==> src/rtl/acws_pkg.sv <==
`default_nettype none

package acws_pkg;

   // Field widths
   localparam int SAMPLE_W     = 24;
   localparam int CHANNEL_W    = 3;
   localparam int MAG_W        = 24;
   localparam int SQ_W         = 47;
   localparam int FRAME_W      = 17;
   localparam int CH_COUNT_W   = 4;
   localparam int SUM_W        = 64;
   localparam int MS_W         = 47;
   localparam int COUNT_W      = 48;
   localparam int WIN_COUNT_W  = 32;
   localparam int DIVISOR_W    = 20;
   localparam int DIV_STEP_W   = 6;
   localparam int MAX_CHANNELS = 8;

   // Port widths
   localparam int REQ_DATA_W = 32;
   localparam int RSP_DATA_W = 304;
   localparam int CSR_ADDR_W = 3;
   localparam int CSR_DATA_W = 47;

   // Register indexes
   localparam logic [CSR_ADDR_W-1:0] CSR_WINDOW_SIZE       = 3'd0;
   localparam logic [CSR_ADDR_W-1:0] CSR_CHANNEL_COUNT     = 3'd1;
   localparam logic [CSR_ADDR_W-1:0] CSR_NEAR_FULL_LEVEL   = 3'd2;
   localparam logic [CSR_ADDR_W-1:0] CSR_CLIP_LEVEL        = 3'd3;
   localparam logic [CSR_ADDR_W-1:0] CSR_PLATEAU_TOLERANCE = 3'd4;
   localparam logic [CSR_ADDR_W-1:0] CSR_ACTIVE_LEVEL_SQ   = 3'd5;

   // Register reset values
   localparam logic [FRAME_W-1:0]    RST_WINDOW_SIZE       = 17'd2048;
   localparam logic [CH_COUNT_W-1:0] RST_CHANNEL_COUNT     = 4'd2;
   localparam logic [MAG_W-1:0]      RST_NEAR_FULL_LEVEL   = 24'd8262779;
   localparam logic [MAG_W-1:0]      RST_CLIP_LEVEL        = 24'd8387769;
   localparam logic [MAG_W-1:0]      RST_PLATEAU_TOLERANCE = 24'd168;
   localparam logic [MS_W-1:0]       RST_ACTIVE_LEVEL_SQ   = 47'd7037;

   // Input item mode
   localparam logic MODE_SAMPLE = 1'b0;
   localparam logic MODE_FLUSH  = 1'b1;

   // Controller to datapath
   typedef struct packed {
      logic capture;
      logic mag_en;
      logic upd_en;
      logic acc_en;
      logic div_start;
      logic fin_en;
      logic load_en;
   } acws_cmd_type;

   // Datapath to controller
   typedef struct packed {
      logic flush;
      logic frames_zero;
      logic close_now;
      logic out_busy;
   } acws_status_type;

endpackage

`default_nettype wire

==> src/rtl/acws_div.sv <==
`default_nettype none

module acws_div (
   input  wire                            clock,
   input  wire                            reset,
   input  wire                            start,
   input  wire [acws_pkg::SUM_W-1:0]      dividend,
   input  wire [acws_pkg::DIVISOR_W-1:0]  divisor,
   output logic                           busy,
   output logic                           done,
   output logic [acws_pkg::SUM_W-1:0]     quotient
);
   import acws_pkg::*;

   logic                  busy_ff, busy_in;
   logic                  done_ff, done_in;
   logic [DIV_STEP_W-1:0] step_ff, step_in;
   logic [SUM_W-1:0]      quo_ff, quo_in;
   logic [DIVISOR_W-1:0]  rem_ff, rem_in;
   logic [DIVISOR_W-1:0]  dvs_ff, dvs_in;
   logic [DIVISOR_W:0]    rem_sh;
   logic [DIVISOR_W:0]    rem_diff;

   // One quotient bit per cycle, restoring
   assign rem_sh   = {rem_ff, quo_ff[SUM_W-1]};
   assign rem_diff = rem_sh - {1'b0, dvs_ff};

   always_comb begin
      busy_in = busy_ff;
      done_in = 1'b0;
      step_in = step_ff;
      quo_in  = quo_ff;
      rem_in  = rem_ff;
      dvs_in  = dvs_ff;
      if (start) begin
         busy_in = 1'b1;
         step_in = '0;
         quo_in  = dividend;
         rem_in  = '0;
         dvs_in  = divisor;
      end else if (busy_ff) begin
         if (!rem_diff[DIVISOR_W]) begin
            rem_in = rem_diff[DIVISOR_W-1:0];
            quo_in = {quo_ff[SUM_W-2:0], 1'b1};
         end else begin
            rem_in = rem_sh[DIVISOR_W-1:0];
            quo_in = {quo_ff[SUM_W-2:0], 1'b0};
         end
         step_in = step_ff + 1'b1;
         if (&step_ff) begin
            busy_in = 1'b0;
            done_in = 1'b1;
         end
      end
   end

   always_ff @(posedge clock) begin
      if (reset) begin
         busy_ff <= 1'b0;
         done_ff <= 1'b0;
      end else begin
         busy_ff <= busy_in;
         done_ff <= done_in;
      end
      step_ff <= step_in;
      quo_ff  <= quo_in;
      rem_ff  <= rem_in;
      dvs_ff  <= dvs_in;
   end

   assign busy     = busy_ff;
   assign done     = done_ff;
   assign quotient = quo_ff;

endmodule

`default_nettype wire

==> src/rtl/acws_ctrl.sv <==
`default_nettype none

module acws_ctrl (
   input  wire                        clock,
   input  wire                        reset,
   input  wire                        req_tvalid,
   output logic                       req_tready,
   input  wire acws_pkg::acws_status_type status,
   input  wire                        div_done,
   output acws_pkg::acws_cmd_type     cmd
);
   import acws_pkg::*;

   localparam logic [2:0] ST_IDLE = 3'd0;
   localparam logic [2:0] ST_MAG  = 3'd1;
   localparam logic [2:0] ST_UPD  = 3'd2;
   localparam logic [2:0] ST_ACC  = 3'd3;
   localparam logic [2:0] ST_PREP = 3'd4;
   localparam logic [2:0] ST_DIV  = 3'd5;
   localparam logic [2:0] ST_FIN  = 3'd6;
   localparam logic [2:0] ST_LOAD = 3'd7;

   logic [2:0] state_ff, state_in;

   always_comb begin
      state_in = state_ff;
      cmd      = '0;
      unique case (state_ff)
         ST_IDLE: begin
            if (req_tvalid) begin
               cmd.capture = 1'b1;
               state_in    = ST_MAG;
            end
         end
         ST_MAG: begin
            if (status.flush) begin
               state_in = status.frames_zero ? ST_IDLE : ST_PREP;
            end else begin
               cmd.mag_en = 1'b1;
               state_in   = ST_UPD;
            end
         end
         ST_UPD: begin
            cmd.upd_en = 1'b1;
            state_in   = ST_ACC;
         end
         ST_ACC: begin
            cmd.acc_en = 1'b1;
            state_in   = status.close_now ? ST_PREP : ST_IDLE;
         end
         ST_PREP: begin
            cmd.div_start = 1'b1;
            state_in      = ST_DIV;
         end
         ST_DIV: begin
            if (div_done) state_in = ST_FIN;
         end
         ST_FIN: begin
            cmd.fin_en = 1'b1;
            state_in   = ST_LOAD;
         end
         ST_LOAD: begin
            if (!status.out_busy) begin
               cmd.load_en = 1'b1;
               state_in    = ST_IDLE;
            end
         end
         default: state_in = ST_IDLE;
      endcase
   end

   always_ff @(posedge clock) begin
      if (reset) state_ff <= ST_IDLE;
      else       state_ff <= state_in;
   end

   assign req_tready = (state_ff == ST_IDLE);

endmodule

`default_nettype wire

==> src/rtl/acws_datapath.sv <==
`default_nettype none

module acws_datapath (
   input  wire                              clock,
   input  wire                              reset,
   input  wire acws_pkg::acws_cmd_type      cmd,
   output acws_pkg::acws_status_type        status,
   input  wire                              req_tuser,
   input  wire [acws_pkg::REQ_DATA_W-1:0]   req_tdata,
   output logic                             rsp_tvalid,
   input  wire                              rsp_tready,
   output logic [acws_pkg::RSP_DATA_W-1:0]  rsp_tdata,
   input  wire                              csr_we,
   input  wire [acws_pkg::CSR_ADDR_W-1:0]   csr_addr,
   input  wire [acws_pkg::CSR_DATA_W-1:0]   csr_wdata,
   output logic [acws_pkg::SUM_W-1:0]       div_dividend,
   output logic [acws_pkg::DIVISOR_W-1:0]   div_divisor,
   input  wire [acws_pkg::SUM_W-1:0]        div_quotient
);
   import acws_pkg::*;

   function automatic logic [COUNT_W-1:0] sat_inc_count(input logic [COUNT_W-1:0] v);
      return (&v) ? v : v + 1'b1;
   endfunction

   function automatic logic [WIN_COUNT_W-1:0] sat_inc_win(input logic [WIN_COUNT_W-1:0] v);
      return (&v) ? v : v + 1'b1;
   endfunction

   // Configuration
   logic [FRAME_W-1:0]    win_len_ff;
   logic [CH_COUNT_W-1:0] channel_count_ff;
   logic [MAG_W-1:0]      nf_level_ff;
   logic [MAG_W-1:0]      clip_level_ff;
   logic [MAG_W-1:0]      plateau_tol_ff;
   logic [MS_W-1:0]       active_level_ff;

   // Captured item and stage registers
   logic                  mode_ff;
   logic [SAMPLE_W-1:0]   sample_ff;
   logic [CHANNEL_W-1:0]  channel_ff;
   logic [MAG_W-1:0]      mag_ff;
   logic [SQ_W-1:0]       sq_ff;
   logic                  frame_end_ff;

   // History and window state
   logic [MAG_W-1:0]      prev_mag_ff [MAX_CHANNELS];
   logic                  prev_nf_ff  [MAX_CHANNELS];
   logic [SUM_W-1:0]      sum_ff;
   logic [MAG_W-1:0]      peak_ff;
   logic [FRAME_W-1:0]    frames_ff;
   logic                  clip_ff;

   // Running totals
   logic [COUNT_W-1:0]     near_total_ff;
   logic [COUNT_W-1:0]     plateau_total_ff;
   logic [COUNT_W-1:0]     sample_total_ff;
   logic [WIN_COUNT_W-1:0] active_total_ff;
   logic [WIN_COUNT_W-1:0] clipped_total_ff;

   // Close results
   logic [MS_W-1:0]       ms_ff;
   logic                  active_ff;
   logic                  rsp_valid_ff, rsp_valid_in;
   logic [RSP_DATA_W-1:0] rsp_data_ff;

   logic [CH_COUNT_W-1:0] eff_ch;
   logic [CH_COUNT_W-1:0] eff_last;
   logic [MAG_W-1:0]      mag_abs;
   logic                  nf_hit;
   logic [MAG_W-1:0]      prev_mag;
   logic [MAG_W-1:0]      mag_diff;
   logic                  plateau;
   logic [2*MAG_W-1:0]    sq_full;
   logic [SUM_W:0]        sum_add;
   logic [FRAME_W-1:0]    frames_inc;
   logic [FRAME_W-1:0]    limit;
   logic [DIVISOR_W:0]    divisor_full;
   logic [MS_W-1:0]       ms_sat;
   logic                  active_now;

   // Clamp the channel count to 1..MAX_CHANNELS
   always_comb begin
      if (channel_count_ff == '0)
         eff_ch = CH_COUNT_W'(1);
      else if (channel_count_ff > CH_COUNT_W'(MAX_CHANNELS))
         eff_ch = CH_COUNT_W'(MAX_CHANNELS);
      else
         eff_ch = channel_count_ff;
   end
   assign eff_last = eff_ch - 1'b1;

   assign mag_abs  = sample_ff[SAMPLE_W-1] ? (~sample_ff + 1'b1) : sample_ff;

   assign nf_hit    = (mag_ff >= nf_level_ff);
   assign prev_mag  = prev_mag_ff[channel_ff];
   assign mag_diff  = (mag_ff >= prev_mag) ? (mag_ff - prev_mag) : (prev_mag - mag_ff);
   assign plateau   = nf_hit && prev_nf_ff[channel_ff] && (mag_diff <= plateau_tol_ff);
   assign sq_full   = mag_ff * mag_ff;

   assign sum_add    = {1'b0, sum_ff} + (SUM_W+1)'(sq_ff);
   assign frames_inc = (&frames_ff) ? frames_ff : frames_ff + 1'b1;
   assign limit      = (win_len_ff == '0) ? FRAME_W'(1) : win_len_ff;

   assign divisor_full = (DIVISOR_W+1)'(frames_ff) * (DIVISOR_W+1)'(eff_ch);
   assign div_divisor  = divisor_full[DIVISOR_W-1:0];
   assign div_dividend = sum_ff;

   assign ms_sat     = (|div_quotient[SUM_W-1:MS_W]) ? '1 : div_quotient[MS_W-1:0];
   assign active_now = (ms_sat > active_level_ff);

   assign status.flush       = (mode_ff == MODE_FLUSH);
   assign status.frames_zero = (frames_ff == '0);
   assign status.close_now   = frame_end_ff && (frames_inc >= limit);
   assign status.out_busy    = rsp_valid_ff && !rsp_tready;

   // Configuration writes
   always_ff @(posedge clock) begin
      if (reset) begin
         win_len_ff         <= RST_WINDOW_SIZE;
         channel_count_ff   <= RST_CHANNEL_COUNT;
         nf_level_ff        <= RST_NEAR_FULL_LEVEL;
         clip_level_ff      <= RST_CLIP_LEVEL;
         plateau_tol_ff     <= RST_PLATEAU_TOLERANCE;
         active_level_ff    <= RST_ACTIVE_LEVEL_SQ;
      end else if (csr_we) begin
         unique case (csr_addr)
            CSR_WINDOW_SIZE:       win_len_ff         <= csr_wdata[FRAME_W-1:0];
            CSR_CHANNEL_COUNT:     channel_count_ff   <= csr_wdata[CH_COUNT_W-1:0];
            CSR_NEAR_FULL_LEVEL:   nf_level_ff        <= csr_wdata[MAG_W-1:0];
            CSR_CLIP_LEVEL:        clip_level_ff      <= csr_wdata[MAG_W-1:0];
            CSR_PLATEAU_TOLERANCE: plateau_tol_ff     <= csr_wdata[MAG_W-1:0];
            CSR_ACTIVE_LEVEL_SQ:   active_level_ff    <= csr_wdata[MS_W-1:0];
            default: ;
         endcase
      end
   end

   // Item capture and per-sample stages
   always_ff @(posedge clock) begin
      if (cmd.capture) begin
         mode_ff    <= req_tuser;
         sample_ff  <= req_tdata[SAMPLE_W-1:0];
         channel_ff <= req_tdata[SAMPLE_W +: CHANNEL_W];
      end
      if (cmd.mag_en) mag_ff <= mag_abs;
      if (cmd.upd_en) begin
         sq_ff        <= sq_full[SQ_W-1:0];
         frame_end_ff <= ({1'b0, channel_ff} == eff_last);
         prev_mag_ff[channel_ff] <= mag_ff;
      end
   end

   always_ff @(posedge clock) begin
      if (reset) begin
         for (int i = 0; i < MAX_CHANNELS; i++) prev_nf_ff[i] <= 1'b0;
         sum_ff           <= '0;
         peak_ff          <= '0;
         frames_ff        <= '0;
         clip_ff          <= 1'b0;
         near_total_ff    <= '0;
         plateau_total_ff <= '0;
         sample_total_ff  <= '0;
         active_total_ff  <= '0;
         clipped_total_ff <= '0;
      end else begin
         if (cmd.upd_en) begin
            prev_nf_ff[channel_ff] <= nf_hit;
            if (nf_hit) near_total_ff <= sat_inc_count(near_total_ff);
            if (plateau) plateau_total_ff <= sat_inc_count(plateau_total_ff);
            sample_total_ff <= sat_inc_count(sample_total_ff);
            if (mag_ff >= clip_level_ff) clip_ff <= 1'b1;
            if (mag_ff > peak_ff) peak_ff <= mag_ff;
         end
         if (cmd.acc_en) begin
            // Saturate the square sum at all ones
            sum_ff <= sum_add[SUM_W] ? '1 : sum_add[SUM_W-1:0];
            if (frame_end_ff) frames_ff <= frames_inc;
         end
         if (cmd.fin_en && active_now) begin
            active_total_ff <= sat_inc_win(active_total_ff);
            if (clip_ff) clipped_total_ff <= sat_inc_win(clipped_total_ff);
         end
         if (cmd.load_en) begin
            sum_ff    <= '0;
            peak_ff   <= '0;
            frames_ff <= '0;
            clip_ff   <= 1'b0;
         end
      end
   end

   always_ff @(posedge clock) begin
      if (cmd.fin_en) begin
         ms_ff     <= ms_sat;
         active_ff <= active_now;
      end
   end

   // Result register
   always_comb begin
      rsp_valid_in = rsp_valid_ff;
      if (cmd.load_en)     rsp_valid_in = 1'b1;
      else if (rsp_tready) rsp_valid_in = 1'b0;
   end

   always_ff @(posedge clock) begin
      if (reset) rsp_valid_ff <= 1'b0;
      else       rsp_valid_ff <= rsp_valid_in;
      if (cmd.load_en) begin
         rsp_data_ff <= {6'b0, clipped_total_ff, active_total_ff, sample_total_ff,
                         plateau_total_ff, near_total_ff, clip_ff, active_ff,
                         frames_ff, peak_ff, ms_ff};
      end
   end

   assign rsp_tvalid = rsp_valid_ff;
   assign rsp_tdata  = rsp_data_ff;

endmodule

`default_nettype wire

==> src/rtl/audio_clip_window_stats_core.sv <==
`default_nettype none

// Window statistics and clip detector for interleaved signed 24-bit audio.
// Send one sample per item (req_tuser low) with its channel index; a frame
// ends on the sample whose channel is the clamped channel count minus one.
// Each sample updates the near-full, plateau and sample counters, the
// window peak, clip flag and square sum. When the frame count reaches
// the window size, or on a flush item (req_tuser high) with at least one
// complete frame, the window closes and one result item carries the
// truncated mean square, peak, frame count, active and clip flags and the
// running counters. A flush with no complete frame yields nothing.
// Sequence: a sample item passes through capture, magnitude, square and
// history update, and accumulate. A closing item adds divisor setup, the
// bit-serial divider (one quotient bit per cycle over the 64-bit square
// sum, then its registered done flag), the threshold check and the result
// load. If the previous result is still waiting at the output, the load
// holds until it is taken; new items are accepted meanwhile only once the
// close is done. Configuration writes take effect at once and belong in
// idle periods.

module audio_clip_window_stats_core (
   input  wire                              clock,
   input  wire                              reset,
   // Input items
   input  wire                              req_tvalid,
   output logic                             req_tready,
   input  wire [acws_pkg::REQ_DATA_W-1:0]   req_tdata,  // sample[23:0], channel[26:24]
   input  wire                              req_tuser,  // mode: 0 sample, 1 flush
   // Result items
   output logic                             rsp_tvalid,
   input  wire                              rsp_tready,
   // mean square[46:0], peak[70:47], frames[87:71],
   // active flag[88], clip flag[89], near-full count[137:90],
   // plateau count[185:138], sample count[233:186],
   // active window count[265:234], clipped window count[297:266]
   output logic [acws_pkg::RSP_DATA_W-1:0]  rsp_tdata,
   // Configuration writes
   input  wire                              csr_we,
   input  wire [acws_pkg::CSR_ADDR_W-1:0]   csr_addr,
   input  wire [acws_pkg::CSR_DATA_W-1:0]   csr_wdata
);
   import acws_pkg::*;

   acws_cmd_type          cmd;
   acws_status_type       status;
   logic                  div_busy;
   logic                  div_done;
   logic [SUM_W-1:0]      div_dividend;
   logic [DIVISOR_W-1:0]  div_divisor;
   logic [SUM_W-1:0]      div_quotient;

   // Sequence each item through the datapath
   acws_ctrl u_ctrl (
      .clock      (clock),
      .reset      (reset),
      .req_tvalid (req_tvalid),
      .req_tready (req_tready),
      .status     (status),
      .div_done   (div_done),
      .cmd        (cmd)
   );

   // Hold configuration, history, window state, totals and the result register
   acws_datapath u_datapath (
      .clock        (clock),
      .reset        (reset),
      .cmd          (cmd),
      .status       (status),
      .req_tuser    (req_tuser),
      .req_tdata    (req_tdata),
      .rsp_tvalid   (rsp_tvalid),
      .rsp_tready   (rsp_tready),
      .rsp_tdata    (rsp_tdata),
      .csr_we       (csr_we),
      .csr_addr     (csr_addr),
      .csr_wdata    (csr_wdata),
      .div_dividend (div_dividend),
      .div_divisor  (div_divisor),
      .div_quotient (div_quotient)
   );

   // Mean square divider: square sum over frames times channels
   acws_div u_div (
      .clock    (clock),
      .reset    (reset),
      .start    (cmd.div_start),
      .dividend (div_dividend),
      .divisor  (div_divisor),
      .busy     (div_busy),
      .done     (div_done),
      .quotient (div_quotient)
   );

`ifndef SYNTHESIS
   a_load_into_free_slot: assert property (@(posedge clock) disable iff (reset)
      cmd.load_en |-> (!rsp_tvalid || rsp_tready))
      else $error("result loaded over a pending result");

   a_no_accept_while_dividing: assert property (@(posedge clock) disable iff (reset)
      req_tready |-> !div_busy)
      else $error("input ready while the divider runs");

   a_start_runs_divider: assert property (@(posedge clock) disable iff (reset)
      cmd.div_start |=> (div_busy && !req_tready))
      else $error("divider not running after start");
`endif

endmodule

`default_nettype wire

==> config.mk <==
export PLATFORM = sky130hd
export DESIGN_NAME = audio_clip_window_stats_core
export DESIGN_NICKNAME = d
export VERILOG_FILES = /design/src/rtl/acws_pkg.sv /design/src/rtl/acws_div.sv /design/src/rtl/acws_ctrl.sv /design/src/rtl/acws_datapath.sv /design/src/rtl/audio_clip_window_stats_core.sv
export SDC_FILE = /design/constraint.sdc
export NUM_CORES = 2
export LEC_CHECK = 0
export ABC_AREA = 1
export BUFFER_PORTS_ARGS = -buffer_cell sky130_fd_sc_hd__buf_4
export CAP_MARGIN = 0
export CELL_PAD_IN_SITES_DETAIL_PLACEMENT = 0
export CELL_PAD_IN_SITES_GLOBAL_PLACEMENT = 2
export CORE_MARGIN = 1.5
export CORE_UTILIZATION = 35
export DETAILED_ROUTE_END_ITERATION = 12
export PLACE_DENSITY = 0.81
export SYNTH_ARGS = -nofsm -noshare
export SYNTH_HDL_FRONTEND = slang
export SYNTH_SLANG_ARGS = --single-unit
export TNS_END_PERCENT = 50
==> constraint.sdc <==
create_clock -name clock -period 21 [get_ports clock]
set_clock_uncertainty 0.05 [all_clocks]
set_input_delay 4.2 -clock clock [delete_from_list [all_inputs] [get_ports clock]]
set_output_delay 4.2 -clock clock [all_outputs]
set_load 0.01 [all_outputs]
==> out/summary.md <==
The number of sinks handled by clock tree synthesis is 1,218, and the number of enable-type register cells in the synthesized netlist is 729. Setup violations remaining at the end of the flow were counted as 0. For the yosys synthesis warning count, the log shows 0. In this run the post-CTS setup repair buffer count came out at 0. For this block, the initial DRC count from the detailed router was 4,407. The classification of the worst setup path is flip-flop to flip-flop.

Setup repair after global routing left no endpoint under its margin. In the synthesized netlist the dominant register cell turns out to be sky130_fd_sc_hd__edfxtp_1. The logs give 0 for the overall overflow remaining after global route and 193,000 µm for the half-perimeter wire length after detailed placement. The largest total area in the synthesized netlist belongs to sky130_fd_sc_hd__edfxtp_1. The endpoint identified for the worst register-to-register timing path is u_datapath.plateau_total_ff[30].

For the worst flop-to-flop path, the logic depth is 29. The run gives 3 as the buffer levels on the longest clock path. The relative area change from synthesis to final layout works out to 13.6%.

The number of different library cells used by synthesis comes to 63. The synthesized area divided by synthesized cell count is 8.47 µm², and the starting density of the core is 0.352. STA classifies the critical path startpoint as a flip-flop. The x dimension of the die was 481 µm; the total CTS buffers was 138. For the count of endpoints failing hold in the final timing report, the log shows 0.

The share of the synthesized area in the top cell type was 0.274; the arrival time at the worst endpoint was 9200 ps. The later pin in the worst-skew pair is clocked with a latency of 850 ps. The flow ran to the end, and the final reports show no timing, DRC or antenna violations. The floorplan step set the die height to 481 µm. The async set-or-reset flop fraction in the synthesized netlist works out to 0. The number of top-level pins was 394.

Fraction of the cycle the final worst path needs: 0.409. Of all nets on the critical path, the largest fanout is 67. The fraction of the yosys area taken by sequential cells came out at 0.396. The first global-routing pass estimated 379,000 µm of wire. The tools report the gate count after technology mapping as 9,452.

The core region is 0.227 mm². The run gives 0 as the count of final max-slew check failures. CTS built an H-tree with a depth of 4.

Post-detailed-route via-to-cell ratio: 4.92. Counting instances in the post-synthesis netlist gives the leading cell types as sky130_fd_sc_hd__nand2_1 (1,914), sky130_fd_sc_hd__inv_1 (1,673), sky130_fd_sc_hd__nor2_1 (929). The tools report the relative slew slack as 0.214. Via count of the first global-routing pass: 61,900. The detail-routed net length per standard cell works out to 19.6 µm. The largest net degree at the start of global routing was 155; the initial antenna violation count was 19.

The first detailed-routing pass took 5 iterations. The final layout contains 10,800 nets. In the final timing run, aggregate negative setup slack is 0 ps. The highest-delay cell along the critical path was sky130_fd_sc_hd__nand3_2.

TritonCTS built the clock tree. For the total die area, the log shows 0.232 mm². By instance count, the leading cell after synthesis is sky130_fd_sc_hd__nand2_1.

The clock-pin transition on the worst setup and hold timing paths came out at 60 ps. For this run, the top clock speed supported by timing is 116 MHz. The smallest clock period supported by the final layout is computed as 8590 ps. Clock tree synthesis selected as its root buffer the cell sky130_fd_sc_hd__clkbuf_16. The path type of the worst min-delay path is flip-flop to flip-flop. The number of rows in the core area was 175. Ranked by total cell area, the synthesized netlist is headed by sky130_fd_sc_hd__edfxtp_1 (27%), sky130_fd_sc_hd__dfxtp_1 (12%), sky130_fd_sc_hd__fa_1 (12%). For the pin with the worst max-slew slack, the measured transition is 1170 ps.

The internal reg-to-reg setup slack was 12,410 ps. STA classifies the critical path endpoint as a flip-flop. Gates resized during post-CTS repair numbered 0. The via count was 63,500; the largest stage delay on the critical path was 970 ps.

The most critical setup path has its endpoint at u_datapath.plateau_total_ff[30]. STA puts the critical path data required time at 21,610 ps. The synthesized design contains 1,218 register bits. Once detail routing completed, the nets flagged for antenna violations numbered 0. The total of buffers placed on input and output ports is 382.

Among the stages of the critical path, the cell type that occurs most often is sky130_fd_sc_hd__nand2_1. The count of hold-fix buffers inserted at cts was 0. Max-cap violations in this run came to 0.

The share of post-route cells with drive strength above 1 was 0.0793. Routed wire length: 253,000 µm. Routability-driven placement finished with a final weighted congestion of 0.918. The tools report the number of DRC violations after detailed routing as 0. The total track usage came out at 0.215. The tools report the cell area after technology mapping as 0.0800 mm².
-- worst max-delay path, delay by kind of cell (launching register included) --
kind	cells	cell delay, ps
AO/OA/AOI/OAI	6	1870
AND/OR/NAND/NOR	13	2640
adder cells (fa/ha/maj)	2	740
flip-flops	1	310
buffers and inverters	8	2680
-- cell type report --
type / instances / area, µm²
timing repair buffer: 454 / 3420
tap: 3009 / 3760
inverter: 1684 / 6330
antenna: 25 / 62.6
multi-input combinational: 6251 / 40800
clock buffer: 169 / 3700
clock inverter: 86 / 1200
sequential: 1218 / 31700
fill: 23100 / 136000
-- cell usage in the layout, fill, tap and decap left out, types with 194 or more instances in the layout --
cell type and count:
sky130_fd_sc_hd__a21oi_1 617, sky130_fd_sc_hd__buf_4 452, sky130_fd_sc_hd__dfxtp_1 487, sky130_fd_sc_hd__edfxtp_1 729, sky130_fd_sc_hd__fa_1 466, sky130_fd_sc_hd__ha_1 481, sky130_fd_sc_hd__inv_1 1670, sky130_fd_sc_hd__nand2_1 1913
sky130_fd_sc_hd__nand3_1 324, sky130_fd_sc_hd__nor2_1 916, sky130_fd_sc_hd__o21ai_0 513, sky130_fd_sc_hd__xor2_1 194
-- kinds of logic after synthesis --
logic type	after synthesis	synth area share
simple gates	3610	0.188
buf+inv	1988	0.0962
compound gates	1372	0.0939
flops	1218	0.396
fa+ha+maj	947	0.192
xor+xnor	312	0.0341
mux	4	0.000500
other cells	1	0.0000469
-- metal layers --
layer	vias up	routed length (µm)	global-route usage	part of all wire
met1	30800	114000	0.290	0.45
met2	1390	120000	0.359	0.48
met4	4	7480	0.0652	0.030
li1	31000	-	-	-
met3	289	10600	0.0265	0.042
met5	-	32	0	0.00013
-- registers in the layout, indices dropped and copies added (netlist names), 48 cells and up, named ones only --
signal,flops
u_datapath.rsp_tdata,298
u_datapath.prev_mag_ff,192
u_datapath.div_dividend,64
u_div.quotient,64
u_datapath.near_total_ff,48
u_datapath.plateau_total_ff,48
u_datapath.sample_total_ff,48
-- per-stage QoR --
step / cell area [µm²] / setup WS [ps] / instances / utilization / hold WS, ps
4_1_cts: 90900 / 12460 / 12900 / 0.400 / 361
3_3_place_gp: 86000 / 12540 / 12600 / 0.378 / 353
3_5_place_dp: 86000 / 12500 / 12600 / 0.378 / 355
5_1_grt: 90900 / 11890 / 12900 / 0.400 / 367
2_1_floorplan: 80000 / 2360 / 9457 / - / 350
6_report: 90900 / 12410 / 12900 / 0.400 / 359
-- how the worst min path moves through the flow --
stage                    startpoint                        to  slack [ps]  depth (start not counted)
2_1_floorplan   u_datapath.ms_ff[0]   u_datapath.rsp_tdata[0]         350                          0
3_3_place_gp   u_datapath.ms_ff[27]  u_datapath.rsp_tdata[27]         350                          0
3_5_place_dp   u_datapath.ms_ff[27]  u_datapath.rsp_tdata[27]         360                          0
4_1_cts        u_datapath.ms_ff[22]  u_datapath.rsp_tdata[22]         360                          0
6_report        u_datapath.ms_ff[1]   u_datapath.rsp_tdata[1]         360                          0
5_1_grt         u_datapath.ms_ff[1]   u_datapath.rsp_tdata[1]         370                          0
Power is not shown: default switching activity piles up to over one toggle a cycle in this logic, so the estimate is an artifact.
